--- src/hw/rtl/tbrs_pkg.sv ---
// Package for the traction boost and ramp shaper: widths, register indexes,
// reset values and the structs shared by the channel interfaces and modules.
// Depends on nothing; every other file of the block uses it.
`timescale 1ns / 1ps
`default_nettype none

package tbrs_pkg;

  // Field widths.
  localparam int DUTY_W     = 11;
  localparam int STEP_W     = 10;
  localparam int DIST_W     = 16;
  localparam int TIME_W     = 32;
  localparam int DUR_W      = 16;
  localparam int CFG_IDX_W  = 3;
  localparam int CFG_DATA_W = 16;

  // Configuration register indexes.
  localparam logic [CFG_IDX_W-1:0] CFG_ACCEL_STEP         = 3'd0;
  localparam logic [CFG_IDX_W-1:0] CFG_DECEL_STEP         = 3'd1;
  localparam logic [CFG_IDX_W-1:0] CFG_EMERGENCY_DISTANCE = 3'd2;
  localparam logic [CFG_IDX_W-1:0] CFG_BOOST_MIN_DISTANCE = 3'd3;
  localparam logic [CFG_IDX_W-1:0] CFG_BOOST_ENABLE       = 3'd4;
  localparam logic [CFG_IDX_W-1:0] CFG_BOOST_DUTY         = 3'd5;
  localparam logic [CFG_IDX_W-1:0] CFG_BOOST_DURATION_MS  = 3'd6;

  // Register reset values.
  localparam logic [STEP_W-1:0] RST_ACCEL_STEP         = 10'd10;
  localparam logic [STEP_W-1:0] RST_DECEL_STEP         = 10'd20;
  localparam logic [DIST_W-1:0] RST_EMERGENCY_DISTANCE = 16'd320;
  localparam logic [DIST_W-1:0] RST_BOOST_MIN_DISTANCE = 16'd480;
  localparam logic              RST_BOOST_ENABLE       = 1'b1;
  localparam logic [STEP_W-1:0] RST_BOOST_DUTY         = 10'd800;
  localparam logic [DUR_W-1:0]  RST_BOOST_DURATION_MS  = 16'd200;

  // Current register settings.
  typedef struct packed {
    logic [STEP_W-1:0] accel_step;
    logic [STEP_W-1:0] decel_step;
    logic [DIST_W-1:0] emergency_distance;
    logic [DIST_W-1:0] boost_min_distance;
    logic              boost_enable;
    logic [STEP_W-1:0] boost_duty;
    logic [DUR_W-1:0]  boost_duration_ms;
  } cfg_t;

  // One control cycle as it arrives.
  typedef struct packed {
    logic signed [DUTY_W-1:0] target_traction;
    logic                     front_valid;
    logic [DIST_W-1:0]        front_distance;
    logic [TIME_W-1:0]        now_ms;
  } in_item_t;

  // One result.
  typedef struct packed {
    logic signed [DUTY_W-1:0] applied_traction;
    logic                     boosting;
  } out_item_t;

endpackage

`default_nettype wire

--- src/hw/rtl/tbrs_if.sv ---
// Valid/ready channel interfaces for the shaper's input and result streams.
// Depends on tbrs_pkg for the payload structs.
`timescale 1ns / 1ps
`default_nettype none

interface tbrs_in_if;
  logic                valid;
  logic                ready;
  tbrs_pkg::in_item_t  data;

  modport source (output valid, output data, input ready);
  modport sink   (input valid, input data, output ready);
endinterface

interface tbrs_out_if;
  logic                valid;
  logic                ready;
  tbrs_pkg::out_item_t data;

  modport source (output valid, output data, input ready);
  modport sink   (input valid, input data, output ready);
endinterface

`default_nettype wire

--- src/hw/rtl/tbrs_cfg_regs.sv ---
// Configuration register file of the shaper: seven write-only registers.
// Depends on tbrs_pkg for the indexes, reset values and cfg_t.
`timescale 1ns / 1ps
`default_nettype none

module tbrs_cfg_regs (
  input  wire                                 clk_i,
  input  wire                                 rst_ni,
  input  wire                                 cfg_we_i,
  input  wire  [tbrs_pkg::CFG_IDX_W-1:0]      cfg_idx_i,
  input  wire  [tbrs_pkg::CFG_DATA_W-1:0]     cfg_wdata_i,
  output tbrs_pkg::cfg_t                      cfg_o
);

  tbrs_pkg::cfg_t cfg_q;

  // Decode the index; writes beyond the last register are dropped.
  always_ff @(posedge clk_i or negedge rst_ni) begin
    if (!rst_ni) begin
      cfg_q.accel_step         <= tbrs_pkg::RST_ACCEL_STEP;
      cfg_q.decel_step         <= tbrs_pkg::RST_DECEL_STEP;
      cfg_q.emergency_distance <= tbrs_pkg::RST_EMERGENCY_DISTANCE;
      cfg_q.boost_min_distance <= tbrs_pkg::RST_BOOST_MIN_DISTANCE;
      cfg_q.boost_enable       <= tbrs_pkg::RST_BOOST_ENABLE;
      cfg_q.boost_duty         <= tbrs_pkg::RST_BOOST_DUTY;
      cfg_q.boost_duration_ms  <= tbrs_pkg::RST_BOOST_DURATION_MS;
    end else if (cfg_we_i) begin
      case (cfg_idx_i)
        tbrs_pkg::CFG_ACCEL_STEP: begin
          cfg_q.accel_step <= cfg_wdata_i[tbrs_pkg::STEP_W-1:0];
        end
        tbrs_pkg::CFG_DECEL_STEP: begin
          cfg_q.decel_step <= cfg_wdata_i[tbrs_pkg::STEP_W-1:0];
        end
        tbrs_pkg::CFG_EMERGENCY_DISTANCE: begin
          cfg_q.emergency_distance <= cfg_wdata_i[tbrs_pkg::DIST_W-1:0];
        end
        tbrs_pkg::CFG_BOOST_MIN_DISTANCE: begin
          cfg_q.boost_min_distance <= cfg_wdata_i[tbrs_pkg::DIST_W-1:0];
        end
        tbrs_pkg::CFG_BOOST_ENABLE: begin
          cfg_q.boost_enable <= cfg_wdata_i[0];
        end
        tbrs_pkg::CFG_BOOST_DUTY: begin
          cfg_q.boost_duty <= cfg_wdata_i[tbrs_pkg::STEP_W-1:0];
        end
        tbrs_pkg::CFG_BOOST_DURATION_MS: begin
          cfg_q.boost_duration_ms <= cfg_wdata_i[tbrs_pkg::DUR_W-1:0];
        end
        default: begin
        end
      endcase
    end
  end

  assign cfg_o = cfg_q;

endmodule

`default_nettype wire

--- src/hw/rtl/tbrs_core.sv ---
// Decision and ramp logic of the shaper with its drive and boost state.
// One control cycle is resolved combinationally; state updates on update_i.
// Depends on tbrs_pkg for cfg_t, in_item_t and out_item_t.
`timescale 1ns / 1ps
`default_nettype none

module tbrs_core (
  input  wire                  clk_i,
  input  wire                  rst_ni,
  input  tbrs_pkg::cfg_t       cfg_i,
  input  tbrs_pkg::in_item_t   item_i,
  input  wire                  update_i,
  output tbrs_pkg::out_item_t  result_o
);

  localparam int DW = tbrs_pkg::DUTY_W;
  localparam int TW = tbrs_pkg::TIME_W;

  // Drive and boost state. The boost direction and start time only matter
  // while the boost is on, so they carry no reset.
  logic signed [DW-1:0] last_duty_q, last_duty_d;
  logic                 boost_on_q, boost_on_d;
  logic                 boost_neg_q, boost_neg_d;
  logic [TW-1:0]        boost_start_q, boost_start_d;

  logic signed [DW-1:0] tgt;
  logic                 t_zero, t_pos, t_neg;
  logic                 c_zero, c_pos, c_neg;
  logic                 emergency, reversal, stop, safe, start;
  logic                 bon, bneg, still_boosting;
  logic [TW-1:0]        bstart, elapsed;
  logic signed [DW-1:0] boost_val;

  logic [DW-1:0]        mag_cur, mag_goal;
  logic [DW:0]          abs_cur, abs_goal;
  logic [tbrs_pkg::STEP_W-1:0] step;
  logic signed [DW:0]   cur_x, goal_x, step_x, n_up, n_dn;
  logic signed [DW-1:0] ramp_duty;
  logic signed [DW-1:0] duty;

  // Direction and guard conditions.
  always_comb begin
    tgt       = item_i.target_traction;
    t_zero    = (tgt == '0);
    t_neg     = tgt[DW-1];
    t_pos     = !t_zero && !t_neg;
    c_zero    = (last_duty_q == '0);
    c_neg     = last_duty_q[DW-1];
    c_pos     = !c_zero && !c_neg;
    emergency = item_i.front_valid &&
                (item_i.front_distance <= cfg_i.emergency_distance);
    reversal  = (c_pos && t_neg) || (c_neg && t_pos);
    stop      = t_zero || (emergency && t_pos) || reversal;
    safe      = !item_i.front_valid ||
                (item_i.front_distance >= cfg_i.boost_min_distance) || t_neg;
    start     = cfg_i.boost_enable && c_zero && safe;
  end

  // Boost tracking: a fresh start takes this cycle's direction and time.
  always_comb begin
    bon       = start || boost_on_q;
    bneg      = start ? t_neg : boost_neg_q;
    bstart    = start ? item_i.now_ms : boost_start_q;
    elapsed   = item_i.now_ms - bstart;
    still_boosting = elapsed < {{(TW - tbrs_pkg::DUR_W){1'b0}},
                                cfg_i.boost_duration_ms};
    boost_val = bneg ? -$signed({1'b0, cfg_i.boost_duty})
                     :  $signed({1'b0, cfg_i.boost_duty});
  end

  // Ramp toward the target, accel step when the magnitude grows and decel
  // step when it shrinks, clamped so it never passes the target.
  always_comb begin
    cur_x    = {last_duty_q[DW-1], last_duty_q};
    goal_x   = {tgt[DW-1], tgt};
    abs_cur  = cur_x[DW] ? -cur_x : cur_x;
    abs_goal = goal_x[DW] ? -goal_x : goal_x;
    mag_cur  = abs_cur[DW-1:0];
    mag_goal = abs_goal[DW-1:0];
    step     = (mag_goal > mag_cur) ? cfg_i.accel_step : cfg_i.decel_step;
    step_x   = $signed({1'b0, step});
    n_up     = cur_x + step_x;
    n_dn     = cur_x - step_x;
    if (cur_x == goal_x) begin
      ramp_duty = last_duty_q;
    end else if (cur_x < goal_x) begin
      ramp_duty = (n_up < goal_x) ? n_up[DW-1:0] : tgt;
    end else begin
      ramp_duty = (n_dn > goal_x) ? n_dn[DW-1:0] : tgt;
    end
  end

  // Select the applied duty and the next boost state.
  always_comb begin
    duty          = '0;
    boost_on_d    = 1'b0;
    boost_neg_d   = boost_neg_q;
    boost_start_d = boost_start_q;
    if (stop) begin
      duty = '0;
    end else if (bon) begin
      if (t_neg != bneg) begin
        duty = '0;
      end else if (still_boosting) begin
        duty          = boost_val;
        boost_on_d    = 1'b1;
        boost_neg_d   = bneg;
        boost_start_d = bstart;
      end else begin
        duty = tgt;
      end
    end else begin
      duty = ramp_duty;
    end
    last_duty_d = duty;
  end

  always_ff @(posedge clk_i or negedge rst_ni) begin
    if (!rst_ni) begin
      last_duty_q <= '0;
      boost_on_q  <= 1'b0;
    end else if (update_i) begin
      last_duty_q <= last_duty_d;
      boost_on_q  <= boost_on_d;
    end
  end

  always_ff @(posedge clk_i) begin
    if (update_i) begin
      boost_neg_q   <= boost_neg_d;
      boost_start_q <= boost_start_d;
    end
  end

  assign result_o.applied_traction = duty;
  assign result_o.boosting         = boost_on_d;

endmodule

`default_nettype wire

--- src/hw/rtl/traction_boost_and_ramp_shaper.sv ---
// Top level of the traction boost and ramp shaper: input register, core
// logic, result register and configuration registers.
// Depends on tbrs_pkg, tbrs_if, tbrs_cfg_regs and tbrs_core.
//
//   Port         Direction  Handshake         Contents
//   in_i         sink       valid / ready     target, front reading, time
//   out_o        source     valid / ready     applied duty, boost flag
//   cfg_*        in         write enable      register index, write data
//
// An accepted transaction is held in the input register, where the core
// resolves it against the drive state; the result is then registered in the
// result register. One transaction can be taken every clock while out_o
// takes results. A stalled result register holds the input register, and
// input ready drops only when both are full and out_o is not taken. Reset
// clears the drive state and the valid flags and returns the configuration
// registers to their reset values.
`timescale 1ns / 1ps
`default_nettype none

module traction_boost_and_ramp_shaper (
  input  wire                              clk_i,
  input  wire                              rst_ni,
  input  wire                              cfg_we_i,
  input  wire  [tbrs_pkg::CFG_IDX_W-1:0]   cfg_idx_i,
  input  wire  [tbrs_pkg::CFG_DATA_W-1:0]  cfg_wdata_i,
  tbrs_in_if.sink                          in_i,
  tbrs_out_if.source                       out_o
);

  tbrs_pkg::cfg_t      cfg;
  tbrs_pkg::in_item_t  s1_item_q;
  logic                s1_valid_q;
  tbrs_pkg::out_item_t result;
  tbrs_pkg::out_item_t out_item_q;
  logic                out_valid_q;
  logic                advance;
  logic                in_ready;

  tbrs_cfg_regs u_cfg_regs (
    .clk_i       (clk_i),
    .rst_ni      (rst_ni),
    .cfg_we_i    (cfg_we_i),
    .cfg_idx_i   (cfg_idx_i),
    .cfg_wdata_i (cfg_wdata_i),
    .cfg_o       (cfg)
  );

  // The input register moves on when the result register is free or drained.
  assign advance  = s1_valid_q && (!out_valid_q || out_o.ready);
  assign in_ready = !s1_valid_q || advance;
  assign in_i.ready = in_ready;

  // Input register.
  always_ff @(posedge clk_i or negedge rst_ni) begin
    if (!rst_ni) begin
      s1_valid_q <= 1'b0;
    end else if (in_ready) begin
      s1_valid_q <= in_i.valid;
    end
  end

  always_ff @(posedge clk_i) begin
    if (in_ready && in_i.valid) begin
      s1_item_q <= in_i.data;
    end
  end

  tbrs_core u_core (
    .clk_i    (clk_i),
    .rst_ni   (rst_ni),
    .cfg_i    (cfg),
    .item_i   (s1_item_q),
    .update_i (advance),
    .result_o (result)
  );

  // Result register.
  always_ff @(posedge clk_i or negedge rst_ni) begin
    if (!rst_ni) begin
      out_valid_q <= 1'b0;
    end else if (advance) begin
      out_valid_q <= 1'b1;
    end else if (out_o.ready) begin
      out_valid_q <= 1'b0;
    end
  end

  always_ff @(posedge clk_i) begin
    if (advance) begin
      out_item_q <= result;
    end
  end

  assign out_o.valid = out_valid_q;
  assign out_o.data  = out_item_q;

endmodule

`default_nettype wire
--- src/flat_wrapper.sv ---
// flat-port wrapper written by rule: the top's interface ports become plain ports
module traction_boost_and_ramp_shaper_flat 
  (clk_i, rst_ni, cfg_we_i, cfg_idx_i, cfg_wdata_i, in_i_valid, in_i_data, in_i_ready, out_o_valid, out_o_data, out_o_ready);
  tbrs_in_if in_i_i ();
  tbrs_out_if out_o_i ();
  input  wire clk_i;
  input  wire rst_ni;
  input  wire cfg_we_i;
  input  wire  [tbrs_pkg::CFG_IDX_W-1:0] cfg_idx_i;
  input  wire  [tbrs_pkg::CFG_DATA_W-1:0] cfg_wdata_i;
  input wire logic [$bits(in_i_i.valid)-1:0] in_i_valid;
  input wire logic [$bits(in_i_i.data)-1:0] in_i_data;
  output wire logic [$bits(in_i_i.ready)-1:0] in_i_ready;
  output wire logic [$bits(out_o_i.valid)-1:0] out_o_valid;
  output wire logic [$bits(out_o_i.data)-1:0] out_o_data;
  input wire logic [$bits(out_o_i.ready)-1:0] out_o_ready;
  assign in_i_i.valid = in_i_valid;
  assign in_i_i.data = in_i_data;
  assign in_i_ready = in_i_i.ready;
  assign out_o_valid = out_o_i.valid;
  assign out_o_data = out_o_i.data;
  assign out_o_i.ready = out_o_ready;
  traction_boost_and_ramp_shaper u_core (.clk_i(clk_i), .rst_ni(rst_ni), .cfg_we_i(cfg_we_i), .cfg_idx_i(cfg_idx_i), .cfg_wdata_i(cfg_wdata_i), .in_i(in_i_i), .out_o(out_o_i));
endmodule
--- config.mk ---
export PLATFORM = sky130hd
export DESIGN_NAME = traction_boost_and_ramp_shaper_flat
export DESIGN_NICKNAME = d
export VERILOG_FILES = /design/src/hw/rtl/tbrs_pkg.sv /design/src/hw/rtl/tbrs_if.sv /design/src/hw/rtl/tbrs_cfg_regs.sv /design/src/hw/rtl/tbrs_core.sv /design/src/hw/rtl/traction_boost_and_ramp_shaper.sv /design/src/flat_wrapper.sv
export SDC_FILE = /design/constraint.sdc
export NUM_CORES = 1
export LEC_CHECK = 0
export BUFFER_PORTS_ARGS = -buffer_cell sky130_fd_sc_hd__buf_4
export CORE_MARGIN = 8
export CORE_UTILIZATION = 40
export DETAILED_ROUTE_END_ITERATION = 10
export MAX_ROUTING_LAYER = met4
export SETUP_SLACK_MARGIN = 0.05
export SYNTH_ARGS = -nofsm -noshare
export SYNTH_HDL_FRONTEND = slang
export SYNTH_HIERARCHICAL = 1
export SYNTH_SLANG_ARGS = --single-unit
export TNS_END_PERCENT = 5
--- constraint.sdc ---
create_clock -name clk_i -period 8.9 [get_ports clk_i]
set_clock_uncertainty 0.05 [all_clocks]
set_input_delay 0.445 -clock clk_i [delete_from_list [all_inputs] [get_ports clk_i]]
set_output_delay 0.445 -clock clk_i [all_outputs]
set_load 0.01 [all_outputs]
# Yosys cells after proc, flatten, opt, wreduce, memory -nomap -nowiden
# Index checks and enable logic that the tools add are counted.
[op_classes]
bitwise = 2
reduce_logical = 37
addsub = 6
muxes = 20
order_cmp = 7
eq_ne = 8
[ops]
columns = ["operator", "count"]
rows = [
  ["11-bit 2-to-1 mux", 11],
  ["32-bit by 16-bit less-than comparator with 1-bit output", 1],
  ["32-bit 2-to-1 mux", 1],
  ["32-bit subtractor", 1],
  ["11-bit zero test", 2],
  ["11-bit negation", 2],
  ["16-bit >= comparator", 1],
  ["16-bit <= comparator", 1],
  ["2-bit AND reduction", 7],
  ["11-bit by 11-bit adder with 12-bit output", 1],
  ["12-bit by 11-bit > comparator with 1-bit output", 1],
  ["12-bit by 11-bit less-than comparator with 1-bit output", 1],
  ["11-bit by 11-bit subtractor with 12-bit output", 1],
  ["11-bit equality test", 1],
  ["11-bit > comparator", 1],
  ["11-bit less-than comparator", 1],
  ["10-bit negation with 11-bit output", 1],
  ["1-bit logical AND", 10],
  ["10-bit 2-to-1 mux", 1],
  ["3-bit equality test, second input constant", 3],
  ["1-bit logical OR", 8],
  ["1-bit zero test", 7],
  ["1-bit 2-to-1 mux", 7],
  ["3-bit by 2-bit equality test with 1-bit output, second input constant", 2],
  ["other kinds (6)", 7],
]
[word_totals]
elab_cells = 99
regBits = 198
output_inout_bits = 14
input_bits = 84

# Longest topological paths before layout
[logic_depth]
depth_word = 11
mapped_depth = 42
mapped_depth_nobuf = 40

# Cells and area by module
# Netlist, hierarchy kept.
[modules_own_cells]
columns = ["module", "cells_each", "instances", "seq_area_each_um2", "area_each_um2"]
rows = [
  ["tbrs_core", 1206, 1, 1291.2, 9202.6],
  ["tbrs_cfg_regs", 172, 1, 1998.2, 3075.4],
  ["traction_boost_and_ramp_shaper", 80, 1, 2212.1, 2265.9],
]

# Worst setup path after synthesis
# Ideal clock, no wire load.
[synth_timing]
path_kind = "register -> register"
startpoint = "register u_core.u_core.last_duty_q[10]"
endpoint = "register u_core.u_core.last_duty_q[10]"
arrival_ns = 7.384
required_time_ns = 8.725
setup_ns = 0.125
setup_slack_ns = 1.342
path_buffers = 3
synth_period_minus_slack_ns = 7.558
path_stages_with_launch = 38
path_cell_list = "dfrtp_1 clkbuf_1 buf_1 mux2i_1 ha_1 nor2b_1 o21a_1 o21a_1 o21a_1 o21a_1 o21a_1 o21a_1 o21a_1 o21a_1 o21ai_0 a21oi_1 clkbuf_1 mux2_2 [2 not listed] o21ai_0 a21oi_1 o21bai_1 a21oi_1 o21bai_1 a21oi_1 xnor2_1 ha_1 a21o_1 a211oi_1 nand3b_1 o21a_1 nor2_1 a22o_1 a211oi_1 or4_1 o21a_1 mux2_2"
[synth_rtl]
columns = ["element", "line", "rtl"]
rows = [
  ["start: declaration", "tbrs_core.sv:21", "logic signed [DW-1:0] last_duty_q, last_duty_d;"],
  ["start signal: assignment", "tbrs_core.sv:123", "last_duty_q <= last_duty_d;"],
]

# Worst setup path after layout
[layout_timing]
startpoint = "register u_core.u_core.last_duty_q[1]"
endpoint = "register u_core.u_core.boost_start_q[8], enable pin"
[layout_via]
elab_cells_between_ends = 17
cone_classes = "1 x add/sub; 1 x order compare; 1 x eq/ne; 2 x mux; 2 x bitwise; 10 x reduce/logical"
[layout_rtl]
columns = ["element", "line", "rtl"]
rows = [
  ["11-bit zero test", "tbrs_core.sv:47", "c_zero = (last_duty_q == '0);"],
  ["1-bit logical AND (2 in a row)", "tbrs_core.sv:56", "start = cfg_i.boost_enable && c_zero && safe;"],
  ["32-bit 2-to-1 mux", "tbrs_core.sv:63", "bstart = start ? item_i.now_ms : boost_start_q;"],
  ["via u_core.u_core.bstart[0]", "tbrs_core.sv:31", "logic [TW-1:0] bstart, elapsed;"],
  ["32-bit subtractor", "tbrs_core.sv:64", "elapsed = item_i.now_ms - bstart;"],
  ["32-bit by 16-bit less-than comparator with 1-bit output", "tbrs_core.sv:65", "still_boosting = elapsed < {{(TW - tbrs_pkg::DUR_W){1'b0}},"],
  ["5-bit AND reduction (no line)", "n/a", ""],
  ["end signal: assignment", "tbrs_core.sv:131", "boost_start_q <= boost_start_d;"],
  ["end: declaration", "tbrs_core.sv:24", "logic [TW-1:0] boost_start_q, boost_start_d;"],
]
# The timed path passes the listed nets, and every way through them passes these cells.
# A chain may end at the register's enable or synchronous reset.

==> results_dict.tcl <==
set metrics [dict create \
    grt_max_degree 61 \
    fin_nets 1772 \
    htreeDepth 4 \
    drt_first_pass_iters 5 \
    ys.flop_type "edfxtp_1" \
    synthesis.instances 1458 \
    hpwl_mm 30.71 \
    fin_crit_ps 8393 \
    regArea_um2 5502 \
    timing.critical_path.to_type "register" \
    power_density_nw_per_um2 277.9 \
    cap_violations 0 \
    worstPathArrival_ps 8460 \
    synth_nets 1684 \
    core_um2 36170 \
    synth.area.mux_share_pct 10.53 \
    wl_per_cell_um 19.89 \
    grt_pass1_vias 11410 \
    yosysWarnings 6 \
    cts_buffers 17 \
    fin_setup_tns_ps 0 \
    cts.path.max_buffers 2 \
    synth_top_area_share_pct 21.68 \
    rsz0062_at_grt "no" \
    synthAdderAreaFrac_pct 13.15 \
    antenna-diode-count 0 \
    fillers 3487 \
    start_kind "register" \
    num_io_pins 98 \
    timing.rr.start "u_core/u_core/last_duty_q[1]" \
    die_h_um 206.7 \
    worst-setup-path-type "reg2reg" \
    r2r_end "u_core/u_core/boost_start_q[8]" \
    cts_tree "yes" \
    ir_drop_mv 0.1644 \
    post-route-period-util_pct 94.31 \
    drtIter0Drc 676 \
    hold_violations 0 \
    worstHoldPathType "in2reg" \
    synth-xor-area-share_pct 3.794 \
    max_slew_margin_pct 18.67 \
    drive_above_1_share_pct 18.67 \
    clk_latency_ps 460 \
    crit_path_max_incr_delay_ps 480 \
    finalWeightedCongestion 0.9339 \
    p_leak_nw 6.895 \
    setup_viol 0 \
    yosysTopAreaCell "edfxtp_1" \
    post-place-cells 1994 \
    async_flop_share_pct 46.97 \
    area_delta_synth_final_pct 12.23 \
    yosys.area_share.simple_pct 13.31 \
    cts_root_buf "clkbuf_16" \
    cpMaxStageDelayCell "dfrtp_1" \
    numPortBuffers 97 \
    synth_most_common_cell "ha_1" \
    synth_edf_count 105 \
    status "complete, no violations" \
    clk_pin_slew_ps 90 \
    critical_path_required_ps 8960 \
    synth_compound_area_share_pct 16.81 \
    hold_slack_ps 100.8 \
    fmax_mhz 119.1 \
    worst_path_most_repeated_cell "ha_1" \
    stdcell_count 2027 \
    multi_input_area_um2 8388 \
    grt_usage_pct 19.76 \
    synth_common_cells "ha_1 (140), inv_1 (121), nand2_1 (119), edfxtp_1 (105), o21ai_0 (96)" \
    ant_nets 0 \
    clock_sinks 198 \
    antenna_found_initial 0 \
    synth_top_family_by_area "compound AO/OA/AOI/OAI gates" \
    viasPerCell 5.589 \
    ys_seq_area_share_pct 37.83 \
    slew_viol_final 0 \
    drcViolationCount 0 \
    synth.area.top_cells "edfxtp_1 (22%), dfrtp_1 (13%), ha_1 (12%)" \
    dieArea_um2 42720 \
    die_w_um 206.7 \
    dr_total_vias 11330 \
    initial_core_util_pct 40.21 \
    ys_types 94 \
    rows 70 \
    worst_pin_slew_ps 1217 \
    ys_ff_latch 198 \
    crit_path_start "u_core/u_core/last_duty_q[1]" \
    postRouteWirelength_mm 40.31 \
    cp_max_fo 33 \
    globalRoute.totalOverflow 0 \
    r2r.worst_path.cells 29 \
    cp-endpoint "u_core/u_core/boost_start_q[8]" \
    grt_first_pass_wirelength_mm 63.47 \
    r2r_slack_ps 510 \
    avgSynthCellArea_um2 9.975 \
    syn-cell-area_um2 14540 \
]
==> logic make-up after synthesis <==
logic type	count (synthesis)
muxes	135
AOI/OAI and AO/OA	365
buffers and inverters	164
and+or+nand+nor	379
adders and majority gates	154
DFF	198
xor gates and xnor gates	63
==> power by group <==
part	total (mW)	internal (mW)	switching, mW	leakage [nW]
combinational	2.47	1.06	1.40	4.53
sequential	1.30	1.14	0.161	2.09
clock	0.766	0.373	0.393	0.277
total	4.54	2.58	1.96	6.89
==> sequential cells by signal, indices dropped and copies added (netlist names) <==
| register | count |
|---|---|
| u_core/u_cfg_regs/cfg_o | 79 |
| u_core/s1_item_q | 60 |
| u_core/s1_valid_q | 1 |
| u_core/u_core/last_duty_q | 11 |
| u_core/u_core/boost_on_q | 1 |
| u_core/out_o.valid | 1 |
| u_core/out_o.data | 12 |
| u_core/u_core/boost_neg_q | 1 |
| u_core/u_core/boost_start_q | 32 |
==> worst min-delay path by stage <==
stage / start / end / slack, ps / depth (start not counted)
after floorplan: rst_ni / u_core/out_o.valid / 100 / 0
after global placement: rst_ni / u_core/u_cfg_regs/cfg_o[50] / 420 / 1
after detailed placement: rst_ni / u_core/u_cfg_regs/cfg_o[50] / 430 / 1
after CTS: in_i_data[32] / u_core/s1_item_q[32] / 80 / 1
after global routing: in_i_data[34] / u_core/s1_item_q[34] / 80 / 1
final: in_i_data[32] / u_core/s1_item_q[32] / 100 / 1
==> worst max-delay path, delay by kind of cell, from the launching register on <==
kind	cells	cell delay (ps)
AO/OA/AOI/OAI	10	2790
adder cells (fa/ha/maj)	4	1080
buffers and inverters	4	880
flip-flops	1	480
multiplexers	1	280
AND/OR/NAND/NOR	10	2460
==> routing by layer <==
| metal | vias to the layer above | global-route usage, % | part of all wire, % |
|---|---|---|---|
| met2 | 267 | 31.66 | 47 |
| met3 | 57 | 2.965 | 4.5 |
| met1 | 5480 | 25.53 | 47 |
| met5 | - | - | 0 |
| li1 | 5525 | - | - |
| met4 | 0 | 6.297 | 2.2 |
==> placed cells by master (no fill, tap or decap), types with 36 or more instances in the layout <==
cell,n
a21oi_1,76
mux2i_1,36
dfrtp_1,76
mux2_2,84
edfxtp_1,105
xnor2_1,41
inv_1,121
o21ai_0,96
ha_1,140
buf_4,109
nor2_1,71
nand2_1,119
==> per-stage QoR <==
stage	util (%)	worst slack [ps]	power, mW	area (µm²)
finish	45.13	506.8	4.537	16320
global route	45.13	60.54	4.892	16320
CTS	45.12	472.3	4.545	16320
detailed placement	43.57	579.5	3.763	15760
global placement	43.57	524.2	3.734	15760
floorplan	-	1342	3.038	14540
==> cell type report <==
type                    instances  share of cell area [%]
repair buffers                111                   5.143
well taps                     468                   3.587
flip-flops and latches        198                   33.70
clock buffers                  20                   2.698
clock inverters                12                  0.6745
inverters                     122                   2.805
multi-input cells            1096                   51.39
==> what timing repair did <==
action,CTS,global route
hold endpoints to repair,35,0
resized for setup,0,1
setup endpoints to repair,0,33
hold buffers,1,0
setup buffers,0,0
No activity file was read; power rests on OpenSTA's default activity.
